**src/sv/dfa_pkg.sv**
```systemverilog
// shared types and constants for the detrended fluctuation analysis block
// depends on nothing; imported by every module of the block but dfa_mul
package dfa_pkg;

    localparam int WIN_W   = 11;
    localparam int STAT_W  = 2;
    localparam int MSF_W   = 58;
    localparam int FLUCT_W = 29;
    localparam int NSQ_W   = 22;   // n*n for an 11-bit window
    localparam int DT_W    = 44;   // n*n*(n*n-1)

    localparam logic [WIN_W-1:0] WIN_RESET = 11'd4;

    typedef enum logic [STAT_W-1:0] {
        STAT_OK     = 2'd0,
        STAT_SHORT  = 2'd1,
        STAT_NOTMUL = 2'd2,
        STAT_OVF    = 2'd3
    } dfa_stat_t;

    // operand pairs of the shared multiplier
    typedef enum logic [2:0] {
        MSEL_QN = 3'd0,   // sum(y^2) * n
        MSEL_YY = 3'd1,   // |sum y|^2
        MSEL_EE = 3'd2,   // |e|^2
        MSEL_CN = 3'd3,   // cyy * (n^2-1)
        MSEL_D1 = 3'd4,   // n^2 * (n^2-1)
        MSEL_D2 = 3'd5    // previous * block count
    } dfa_msel_t;

    typedef struct packed {
        logic      load;
        logic      chk_init;
        logic      chk_step;
        logic      stat_wr;
        dfa_stat_t stat;
        logic      blk_init;
        logic      acc;
        logic      prod;
        logic      sum;
        logic      mul_start;
        dfa_msel_t msel;
        logic      mul_cap;
        logic      e_calc;
        logic      tot_add;
        logic      div_start;
        logic      finish;
    } dfa_cmd_t;

    typedef struct packed {
        logic ovf;
        logic win_short;
        logic rem_ge;
        logic rem_zero;
        logic elem_last;
        logic blk_last;
        logic mul_done;
        logic div_done;
    } dfa_sts_t;

endpackage

```
**src/sv/dfa_ctrl.sv**
```systemverilog
// controller: load, error checks, block walk, multiplier and divider sequencing
// depends on dfa_pkg
module dfa_ctrl
    import dfa_pkg::*;
(
    input  logic     clk,
    input  logic     rst_n,
    input  logic     start,
    input  logic     last,
    input  dfa_sts_t sts,
    output dfa_cmd_t cmd,
    output logic     busy,
    output logic     done
);

    typedef enum logic [3:0] {
        S_IDLE, S_CHECK, S_MOD, S_BLK, S_RD, S_ACC, S_PROD, S_SUM,
        S_MGO, S_MWAIT, S_ECALC, S_TOT, S_DGO, S_DWAIT, S_DONE
    } state_t;

    state_t    state_reg;
    dfa_msel_t sel_reg;
    logic      busy_reg;
    logic      done_reg;

    // command decode
    always_comb
    begin
        cmd      = '0;
        cmd.msel = sel_reg;
        cmd.stat = STAT_OK;
        unique case (state_reg)
            S_IDLE:  cmd.load = start;
            S_CHECK:
            begin
                if (sts.ovf)
                begin
                    cmd.stat_wr = 1'b1;
                    cmd.stat    = STAT_OVF;
                end
                else if (sts.win_short)
                begin
                    cmd.stat_wr = 1'b1;
                    cmd.stat    = STAT_SHORT;
                end
                else
                begin
                    cmd.chk_init = 1'b1;
                end
            end
            S_MOD:
            begin
                if (sts.rem_ge)
                begin
                    cmd.chk_step = 1'b1;
                end
                else
                begin
                    cmd.stat_wr = 1'b1;
                    cmd.stat    = sts.rem_zero ? STAT_OK : STAT_NOTMUL;
                end
            end
            S_BLK:   cmd.blk_init  = 1'b1;
            S_RD:    cmd.load      = 1'b0;
            S_ACC:   cmd.acc       = 1'b1;
            S_PROD:  cmd.prod      = 1'b1;
            S_SUM:   cmd.sum       = 1'b1;
            S_MGO:   cmd.mul_start = 1'b1;
            S_MWAIT: cmd.mul_cap   = sts.mul_done;
            S_ECALC: cmd.e_calc    = 1'b1;
            S_TOT:   cmd.tot_add   = 1'b1;
            S_DGO:   cmd.div_start = 1'b1;
            S_DWAIT: cmd.load      = 1'b0;
            S_DONE:  cmd.finish    = 1'b1;
            default: cmd.load      = 1'b0;
        endcase
    end

    // state and registered outputs
    always_ff @(posedge clk or negedge rst_n)
    begin
        if (!rst_n)
        begin
            state_reg <= S_IDLE;
            sel_reg   <= MSEL_QN;
            busy_reg  <= 1'b0;
            done_reg  <= 1'b0;
        end
        else
        begin
            done_reg <= 1'b0;
            unique case (state_reg)
                S_IDLE:
                begin
                    if (start && last)
                    begin
                        state_reg <= S_CHECK;
                        busy_reg  <= 1'b1;
                    end
                end
                S_CHECK:
                begin
                    state_reg <= (sts.ovf || sts.win_short) ? S_DONE : S_MOD;
                end
                S_MOD:
                begin
                    if (!sts.rem_ge)
                    begin
                        state_reg <= sts.rem_zero ? S_BLK : S_DONE;
                    end
                end
                S_BLK:  state_reg <= S_RD;
                S_RD:   state_reg <= S_ACC;
                S_ACC:  state_reg <= S_PROD;
                S_PROD: state_reg <= S_SUM;
                S_SUM:
                begin
                    if (sts.elem_last)
                    begin
                        sel_reg   <= MSEL_QN;
                        state_reg <= S_MGO;
                    end
                    else
                    begin
                        state_reg <= S_RD;
                    end
                end
                S_MGO:  state_reg <= S_MWAIT;
                S_MWAIT:
                begin
                    if (sts.mul_done)
                    begin
                        unique case (sel_reg)
                            MSEL_QN:
                            begin
                                sel_reg   <= MSEL_YY;
                                state_reg <= S_MGO;
                            end
                            MSEL_YY: state_reg <= S_ECALC;
                            MSEL_EE:
                            begin
                                sel_reg   <= MSEL_CN;
                                state_reg <= S_MGO;
                            end
                            MSEL_CN: state_reg <= S_TOT;
                            MSEL_D1:
                            begin
                                sel_reg   <= MSEL_D2;
                                state_reg <= S_MGO;
                            end
                            MSEL_D2: state_reg <= S_DGO;
                            default: state_reg <= S_DONE;
                        endcase
                    end
                end
                S_ECALC:
                begin
                    sel_reg   <= MSEL_EE;
                    state_reg <= S_MGO;
                end
                S_TOT:
                begin
                    if (sts.blk_last)
                    begin
                        sel_reg   <= MSEL_D1;
                        state_reg <= S_MGO;
                    end
                    else
                    begin
                        state_reg <= S_BLK;
                    end
                end
                S_DGO:  state_reg <= S_DWAIT;
                S_DWAIT:
                begin
                    if (sts.div_done)
                    begin
                        state_reg <= S_DONE;
                    end
                end
                S_DONE:
                begin
                    state_reg <= S_IDLE;
                    busy_reg  <= 1'b0;
                    done_reg  <= 1'b1;
                end
                default: state_reg <= S_IDLE;
            endcase
        end
    end

    assign busy = busy_reg;
    assign done = done_reg;

endmodule

```
**config.mk**
```make
export PLATFORM = sky130hd
export DESIGN_NAME = dfa_ctrl
export DESIGN_NICKNAME = d
export VERILOG_FILES = /design/src/sv/dfa_pkg.sv /design/src/sv/dfa_ctrl.sv
export SDC_FILE = /design/constraint.sdc
export NUM_CORES = 1
export LEC_CHECK = 0
export BUFFER_PORTS_ARGS = -buffer_cell sky130_fd_sc_hd__buf_2
export CAP_MARGIN = 5
export CORE_MARGIN = 2
export CORE_UTILIZATION = 52
export CTS_BUF_LIST = sky130_fd_sc_hd__clkbuf_4 sky130_fd_sc_hd__clkbuf_8
export CTS_CLUSTER_SIZE = 16
export DETAILED_ROUTE_END_ITERATION = 10
export PLACE_DENSITY_LB_ADDON = 0.12
export SYNTH_ARGS = -nofsm -noshare
export SYNTH_HDL_FRONTEND = slang
export SYNTH_SLANG_ARGS = --single-unit
```
**constraint.sdc**
```tcl
create_clock -name clk -period 2 [get_ports clk]
set_input_delay 0.3 -clock clk [delete_from_list [all_inputs] [get_ports clk]]
set_output_delay 0.3 -clock clk [all_outputs]
set_load 0.005 [all_outputs]
```
==> impl_summary.log, run 1 <==
[metrics] input/output buffers: 32
[metrics] biggest fanout along the worst timing path: 18
[metrics] length of routed met2 wiring: slightly above 900 µm
[metrics] CTS Root Buffer Type: sky130_fd_sc_hd__clkbuf_4
[metrics] share of async-settable or async-resettable flops after synthesis: 100%
[metrics] number of distinct library cells after synthesis: 39
[metrics] register-to-register setup slack: 0.53 ns
[metrics] initial antenna violation count: 0
[metrics] Post-Syn Instances: 96
[metrics] power density over the cells: 1450 nW/µm²
[metrics] max reg flops: 4
[metrics] largest net degree at the start of global routing: 20
[metrics] Min-Delay Endpoint: busy
[metrics] Final Routed Wirelength: 1.93 mm
[metrics] Max Buffers Root-to-Sink: 2
[metrics] layout cells sized above 1: between 30% and 40%
[metrics] Die Footprint: roughly 1800 µm²
[metrics] #FFs+latches synth: 9
[metrics] level count of the clock H-tree: 1
[metrics] Std-Cell Rows: 13
[metrics] cell types occupying the most area after synthesis: sky130_fd_sc_hd__dfrtp_1 29%, sky130_fd_sc_hd__nor3_1 5.2%, sky130_fd_sc_hd__nor2_1 4.9%
[metrics] origin of the worst min-delay path: last
[metrics] post-route met1 wirelength: roughly 860 µm
[metrics] period utilization: between 90% and 100%
[metrics] Pins Over Slew Limit: 0
[metrics] cell count of the worst reg-to-reg path: 3
[metrics] met3 wire length: roughly 140 µm
[metrics] final-layout setup total negative slack: 0 ns
[metrics] critical path, cell by cell: nor4_2, and2_1, buf_2
[metrics] average size of a mapped cell: 7.98 µm²
[metrics] most used standard cells in the synthesized netlist: 10 x sky130_fd_sc_hd__nor2_1, 9 x sky130_fd_sc_hd__dfrtp_1, 8 x sky130_fd_sc_hd__nor3_1
[metrics] Worst Setup Path Type: flop to output pin
[metrics] RR Startpoint: state_reg[1]
[metrics] detailed-route via count: approximately 840
[metrics] CTS sink cnt: 9
[metrics] clock network latency to the later pin of the worst-skew pair: about 0.27 ns
[metrics] routability congestion estimate from global placement: 0.840
[metrics] data arrival at the endpoint of the critical path: 1.53 ns
[metrics] area of the core region: 1330 µm²
[metrics] number of diodes: 0
[metrics] final net count: between 100 and 150
[metrics] Post-synth top flop: sky130_fd_sc_hd__dfrtp_1
[metrics] Initial DRT Pass Iterations: 4
[metrics] number of vias per cell: 5.97
[metrics] Yosys warning count: 0
[metrics] Ports: 33
[metrics] capture instance of the worst register-to-register path: state_reg[2]
[metrics] slew at the pin closest to its max-slew limit: between 0.3 and 0.4 ns
[metrics] number of hold violations in the final report: 0
[metrics] number of instances on the worst hold path: 3
[metrics] area delta synth->final: 22.4%
[metrics] wire length of the first global-routing pass: 3.31 mm
[metrics] VDD IR max: a little over 1000 µV
[metrics] f_max: ~550 MHz
[metrics] hpwl dp: 1.44 mm
[metrics] clock-pin slew reported for the worst setup and hold paths after clock tree synthesis: roughly 0.06 ns
[metrics] top routing layer in use: met3
[metrics] Max-Slew Margin vs Limit: about 73%
[metrics] sequential area share after synthesis: 29.4%
[metrics] library cell with the highest instance count after synthesis: sky130_fd_sc_hd__nor2_1
[metrics] max-cap check violation count: 0
[metrics] total setup violations reported at the end of the flow: 0
[metrics] Initial DRC Count: 26
[metrics] Worst setup SP type: flop
[metrics] Setup crit end kind: output pin
[metrics] count of flip-flops with a built-in enable after synthesis: 0
[metrics] clock period minus final worst setup slack: ~1.8 ns
[metrics] Chip Height: 42.4 µm
[metrics] Max stage delay on crit path: ~0.53 ns
[metrics] static leakage: 0.000489 µW
[metrics] WL per Instance: 13.7 µm
[metrics] Critical Path Slowest Stage Cell: sky130_fd_sc_hd__dfrtp_2
[metrics] total global routing overflow: 0
[metrics] TritonCTS clock tree: yes
[metrics] DRC violations left: 0
[metrics] Mapped Nets: about 110
[metrics] combined area of all synthesized cells: about 770 µm²
[metrics] initial standard-cell utilization of the core: 57.4%
[metrics] Tightest Hold Check Type: primary input to flop
[metrics] die width: about 42 µm
[metrics] post-route clock skew: around 0.006 ns
[metrics] fill cell total of the finished layout: 120
[metrics] vias in the first global route: 767
[metrics] setup repair after global routing missed its margin: no
[metrics] total CTS buffers: 3
[metrics] endpoint required time on the critical path: between 1.5 and 2 ns
[metrics] status: finished clean
[metrics] count of nets left with antenna violations after detail routing: 0
[metrics] top cell type's share of synthesized area: between 20 and 30%
[metrics] area leader, netlist: sky130_fd_sc_hd__dfrtp_1
[metrics] post-layout power: 1360 µW
[metrics] gr usage total: 24.2%
[metrics] core occupancy in the finished layout: about 70%
per-stage QoR:
| stage | setup WS, ns | cells | hold WS (ns) | area, µm² |
|---|---|---|---|---|
| 2_1_floorplan | 0.606 | 96 | 0.00441 | 766 |
| 3_3_place_gp | 0.334 | 136 | 0.154 | 892 |
| 3_5_place_dp | 0.304 | 136 | 0.155 | 892 |
| 4_1_cts | 0.00210 | 141 | 0.289 | 932 |
| 5_1_grt | 0.0418 | 141 | 0.322 | 937 |
| 6_report | 0.173 | 141 | 0.294 | 937 |
placed cells by master (no fill, tap or decap), drive strengths merged, types with 3 or more instances in the layout:
cell     n
nand3    3
buf     32
clkbuf   4
o21ai    6
nand2b   4
nor3     8
inv      6
nand2    6
dfrtp    9
a21oi    4
nor2    10
area by class of cell:
class,count,area (µm²),share of cell area [%]
multi-input cells,74,465,49.7
repair buffers,33,170,18.2
well taps,15,18.8,2.00
inverters,6,22.5,2.40
clock buffers,4,30.0,3.20
flip-flops and latches,9,230,24.6
critical path: cells and delay by family (launching register included):
kind / cells / cell delay [ns]
and+or+nand+nor: 2 / 0.64
DFF: 1 / 0.53
buffers and inverters: 1 / 0.10
what timing repair did:
| action | in CTS | in global routing |
|---|---|---|
| setup endpoints to repair | 0 | 9 |
| hold endpoints to repair | 9 | 0 |
| resized for setup | 0 | 4 |
| hold buffers | 1 | 0 |
| buffers inserted | 0 | 0 |
routing by layer:
layer | up-vias | track usage [%]
met5 | - | 0
met4 | 0 | 8.75
met3 | 0 | 9.05
met2 | 36 | 38.5
met1 | 387 | 29.8
li1 | 419 | -
worst max-delay path by stage:
stage / from / endpoint / slack, ns / cells past startpoint
floorplan: state_reg[0] / cmd[14] / 0.61 / 5
global placement: state_reg[1] / cmd[14] / 0.33 / 5
detailed placement: state_reg[1] / cmd[14] / 0.30 / 5
CTS: state_reg[1] / cmd[14] / 0.002 / 5
global route: state_reg[1] / cmd[4] / 0.04 / 4
finish: state_reg[3] / cmd[18] / 0.17 / 3
cell families after synthesis:
logic type / Yosys count / synth area share [%]
muxes: 2 / 2.61
buffers and inverters: 13 / 9.80
and+or+nand+nor: 41 / 28.4
AOI/OAI and AO/OA: 31 / 29.7
DFF: 9 / 29.4
power by group:
group          internal (µW)  leakage [µW]  switching (µW)  total, µW
sequential               270      0.000109             237        507
combinational            335      0.000361             359        694
clock                   90.6     0.0000184            65.3        156
Power figures use the tool's default switching activity.
==> run 2: changes to the inputs <==
CTS_BUF_LIST = sky130_fd_sc_hd__clkbuf_8   (was sky130_fd_sc_hd__clkbuf_4 sky130_fd_sc_hd__clkbuf_8)
==> run 2 against run 1 <==
Effect of this change: wire length is 0.78% higher; setup slack worse by 0.061 ns; sequential power is 1% lower; fmax is 3.2% lower; worst hold slack better by 0.036 ns; highest routed layer is now met4; global-route usage is 0.089 points lower; cell area is 1.5% higher; critical path type unchanged; power is 3.3% higher; non-clock buffer count stayed put; clock skew is 0.0017 ns lower; die area stayed put; register-to-register slack worse by 0.16 ns; largest power group unchanged.
==> impl_summary.log, run 2 (synthesis gave the netlist of run 1 again) <==
[metrics] total setup violations reported at the end of the flow: 0 (unchanged)
[metrics] routability congestion estimate from global placement: 0.840 (unchanged)
[metrics] CTS Root Buffer Type: sky130_fd_sc_hd__clkbuf_8
[metrics] Worst Setup Path Type: flop to output pin
[metrics] clock network latency to the later pin of the worst-skew pair: 0.23 ns (-0.04 ns)
[metrics] DRC violations left: 0 (unchanged)
[metrics] post-route non-filler standard cell count: 141 (unchanged)
[metrics] initial antenna violation count: 0 (unchanged)
[metrics] initial standard-cell utilization of the core: 57.4% (unchanged)
[metrics] data arrival at the endpoint of the critical path: 1.59 ns (+0.06 ns)
[metrics] status: finished clean
[metrics] Initial DRT Pass Iterations: 4 (unchanged)
[metrics] count of nets left with antenna violations after detail routing: 0 (unchanged)
[metrics] core occupancy in the finished layout: 71.3% (+1.0 points)
[metrics] Tightest Hold Check Type: primary input to flop
[metrics] biggest fanout along the worst timing path: 18 (unchanged)
[metrics] Critical Path Slowest Stage Cell: sky130_fd_sc_hd__dfrtp_1
[metrics] final net count: 139 (unchanged)
[metrics] final-layout setup total negative slack: 0 ns (unchanged)
[metrics] wire length of the first global-routing pass: 3.33 mm (+0.39%)
[metrics] cell class contributing the biggest share of worst-path delay: simple AND/OR/NAND/NOR gates
[metrics] post-CTS repair timing setup buffer count: 0 (unchanged)
[metrics] Max Buffers Root-to-Sink: 2 (unchanged)
[metrics] area delta synth->final: 24.2%
[metrics] period utilization: 94.4% (+3.1 points)
[metrics] max-cap check violation count: 0 (unchanged)
[metrics] largest net degree at the start of global routing: 20 (unchanged)
[metrics] number of instances on the worst hold path: 3 (unchanged)
[metrics] number of vias per cell: 6.00 (+0.48%)
[metrics] static leakage: 0.000501 µW (+2.6%)
[metrics] Max-Slew Margin vs Limit: 59.3% (-14 points)
[metrics] level count of the clock H-tree: 1 (unchanged)
[metrics] power density over the cells: 1470 nW/µm² (+1.8%)
[metrics] CTS sink cnt: 9 (unchanged)
[metrics] Std-Cell Rows: 13 (unchanged)
[metrics] layout cells sized above 1: 33.3% (-2.4 points)
[metrics] clock-pin slew reported for the worst setup and hold paths after clock tree synthesis: 0.05 ns (about the same)
[metrics] die width: 42.4 µm (unchanged)
[metrics] number of diodes: 0 (unchanged)
[metrics] origin of the worst min-delay path: last
[metrics] endpoint required time on the critical path: 1.70 ns (about the same)
[metrics] Worst setup SP type: flop
[metrics] cell count of the worst reg-to-reg path: 4 (+1)
[metrics] max reg flops: 4 (unchanged)
[metrics] RR Startpoint: state_reg[2]
[metrics] detailed-route via count: 846 (+0.48%)
[metrics] origin of the worst setup path: state_reg[2]
[metrics] Max stage delay on crit path: 0.60 ns (+0.07 ns)
[metrics] critical path, cell by cell: nor4_2, and2_1, buf_2
[metrics] most used cells in the layout excluding fill and tap cells: 32 x sky130_fd_sc_hd__buf_2, 10 x sky130_fd_sc_hd__nor2_1, 8 x sky130_fd_sc_hd__nor3_1, 8 x sky130_fd_sc_hd__dfrtp_1, 7 x sky130_fd_sc_hd__inv_1
[metrics] VDD IR max: 1060 µV (+4.5%)
[metrics] Final Routed Wirelength: 1.94 mm (+0.78%)
[metrics] Ports: 33 (unchanged)
[metrics] input/output buffers: 32 (unchanged)
[metrics] Die Footprint: 1800 µm² (unchanged)
[metrics] number of cells on the critical path: 3 (unchanged)
[metrics] total global routing overflow: 0 (unchanged)
[metrics] number of hold violations in the final report: 0 (unchanged)
[metrics] worst hold margin: 0.330 ns (+0.0360 ns)
[metrics] vias in the first global route: 767 (unchanged)
[metrics] TritonCTS clock tree: yes
[metrics] post-route clock skew: 0.00438 ns (-0.00167 ns)
[metrics] Setup crit end kind: output pin
[metrics] slew at the pin closest to its max-slew limit: 0.611 ns (+0.216 ns)
[metrics] gr usage total: 24.2% (-0.089 points)
[metrics] f_max: 529 MHz (-3.2%)
[metrics] clock period minus final worst setup slack: 1.89 ns (+0.0613 ns)
[metrics] setup repair after global routing missed its margin: no
[metrics] total CTS buffers: 3 (unchanged)
[metrics] Chip Height: 42.4 µm (unchanged)
[metrics] Critical path buffers and inverters: 1 (unchanged)
[metrics] Pins Over Slew Limit: 0 (unchanged)
[metrics] hpwl dp: 1.44 mm (unchanged)
[metrics] most frequent standard cell in the layout excluding fill and tap cells: sky130_fd_sc_hd__buf_2
[metrics] area of the core region: 1330 µm² (unchanged)
[metrics] fill cell total of the finished layout: 125 (+4.2%)
[metrics] cell count after placement: 136 (unchanged)
[metrics] Initial DRC Count: 32 (+23%)
[metrics] WL per Instance: 13.8 µm (+0.78%)
## run 2: repair_timing
| action | in CTS | in global routing |
|---|---|---|
| hold endpoints to repair | 9 | 0 |
| hold buffers | 1 | 0 |
| setup endpoints to repair | 0 | 6 |
| gates resized for setup | 0 | 2 |
## run 2: path summary, 6_finish.rpt
check	endpoint	slack, ns
max reg2reg	sel_reg[2]	0.37
max in group asynchronous	state_reg[1]	1.36
min	busy	0.33
min reg2reg	busy	0.48
max	cmd[18]	0.11
min in group asynchronous	state_reg[2]	0.45
## run 2: stage by stage
stage,worst slack (ns),power (µW),cell area [µm²]
final,0.111,1400,951
after floorplan,0.606,1030,766
after detailed placement,0.304,1190,892
after global placement,0.334,1170,892
after CTS,0.0426,1400,947
after global routing,0.00828,1550,951
## run 2: final cells by class
class                           count  area, µm²  area share, %
Inverter                            6       22.5           2.37
Multi-Input combinational cell     74        468           49.2
Clock inverter                      1       3.75          0.395
Clock buffer                        3       41.3           4.34
Timing Repair Buffer               33        170           17.9
Tap cell                           15       18.8           1.97
Sequential cell                     9        226           23.8
## run 2: worst min-delay path: cells and delay by family
kind	cells	cell delay [ns]
and+or+nand+nor	1	0.07
AOI/OAI and AO/OA	1	0.07
buffers and inverters	1	0.09
## run 2: power by group
group | switching (µW) | internal (µW)
combinational | 359 | 339
sequential | 236 | 264
clock | 70.8 | 134
## run 2: layer usage
metal,track usage (%),share of wire [%],vias up
met4,6.88,0.62,0
met1,30.9,42,386
met3,9.05,8.2,2
met5,0,0,-
li1,-,-,418
met2,37.8,49,40
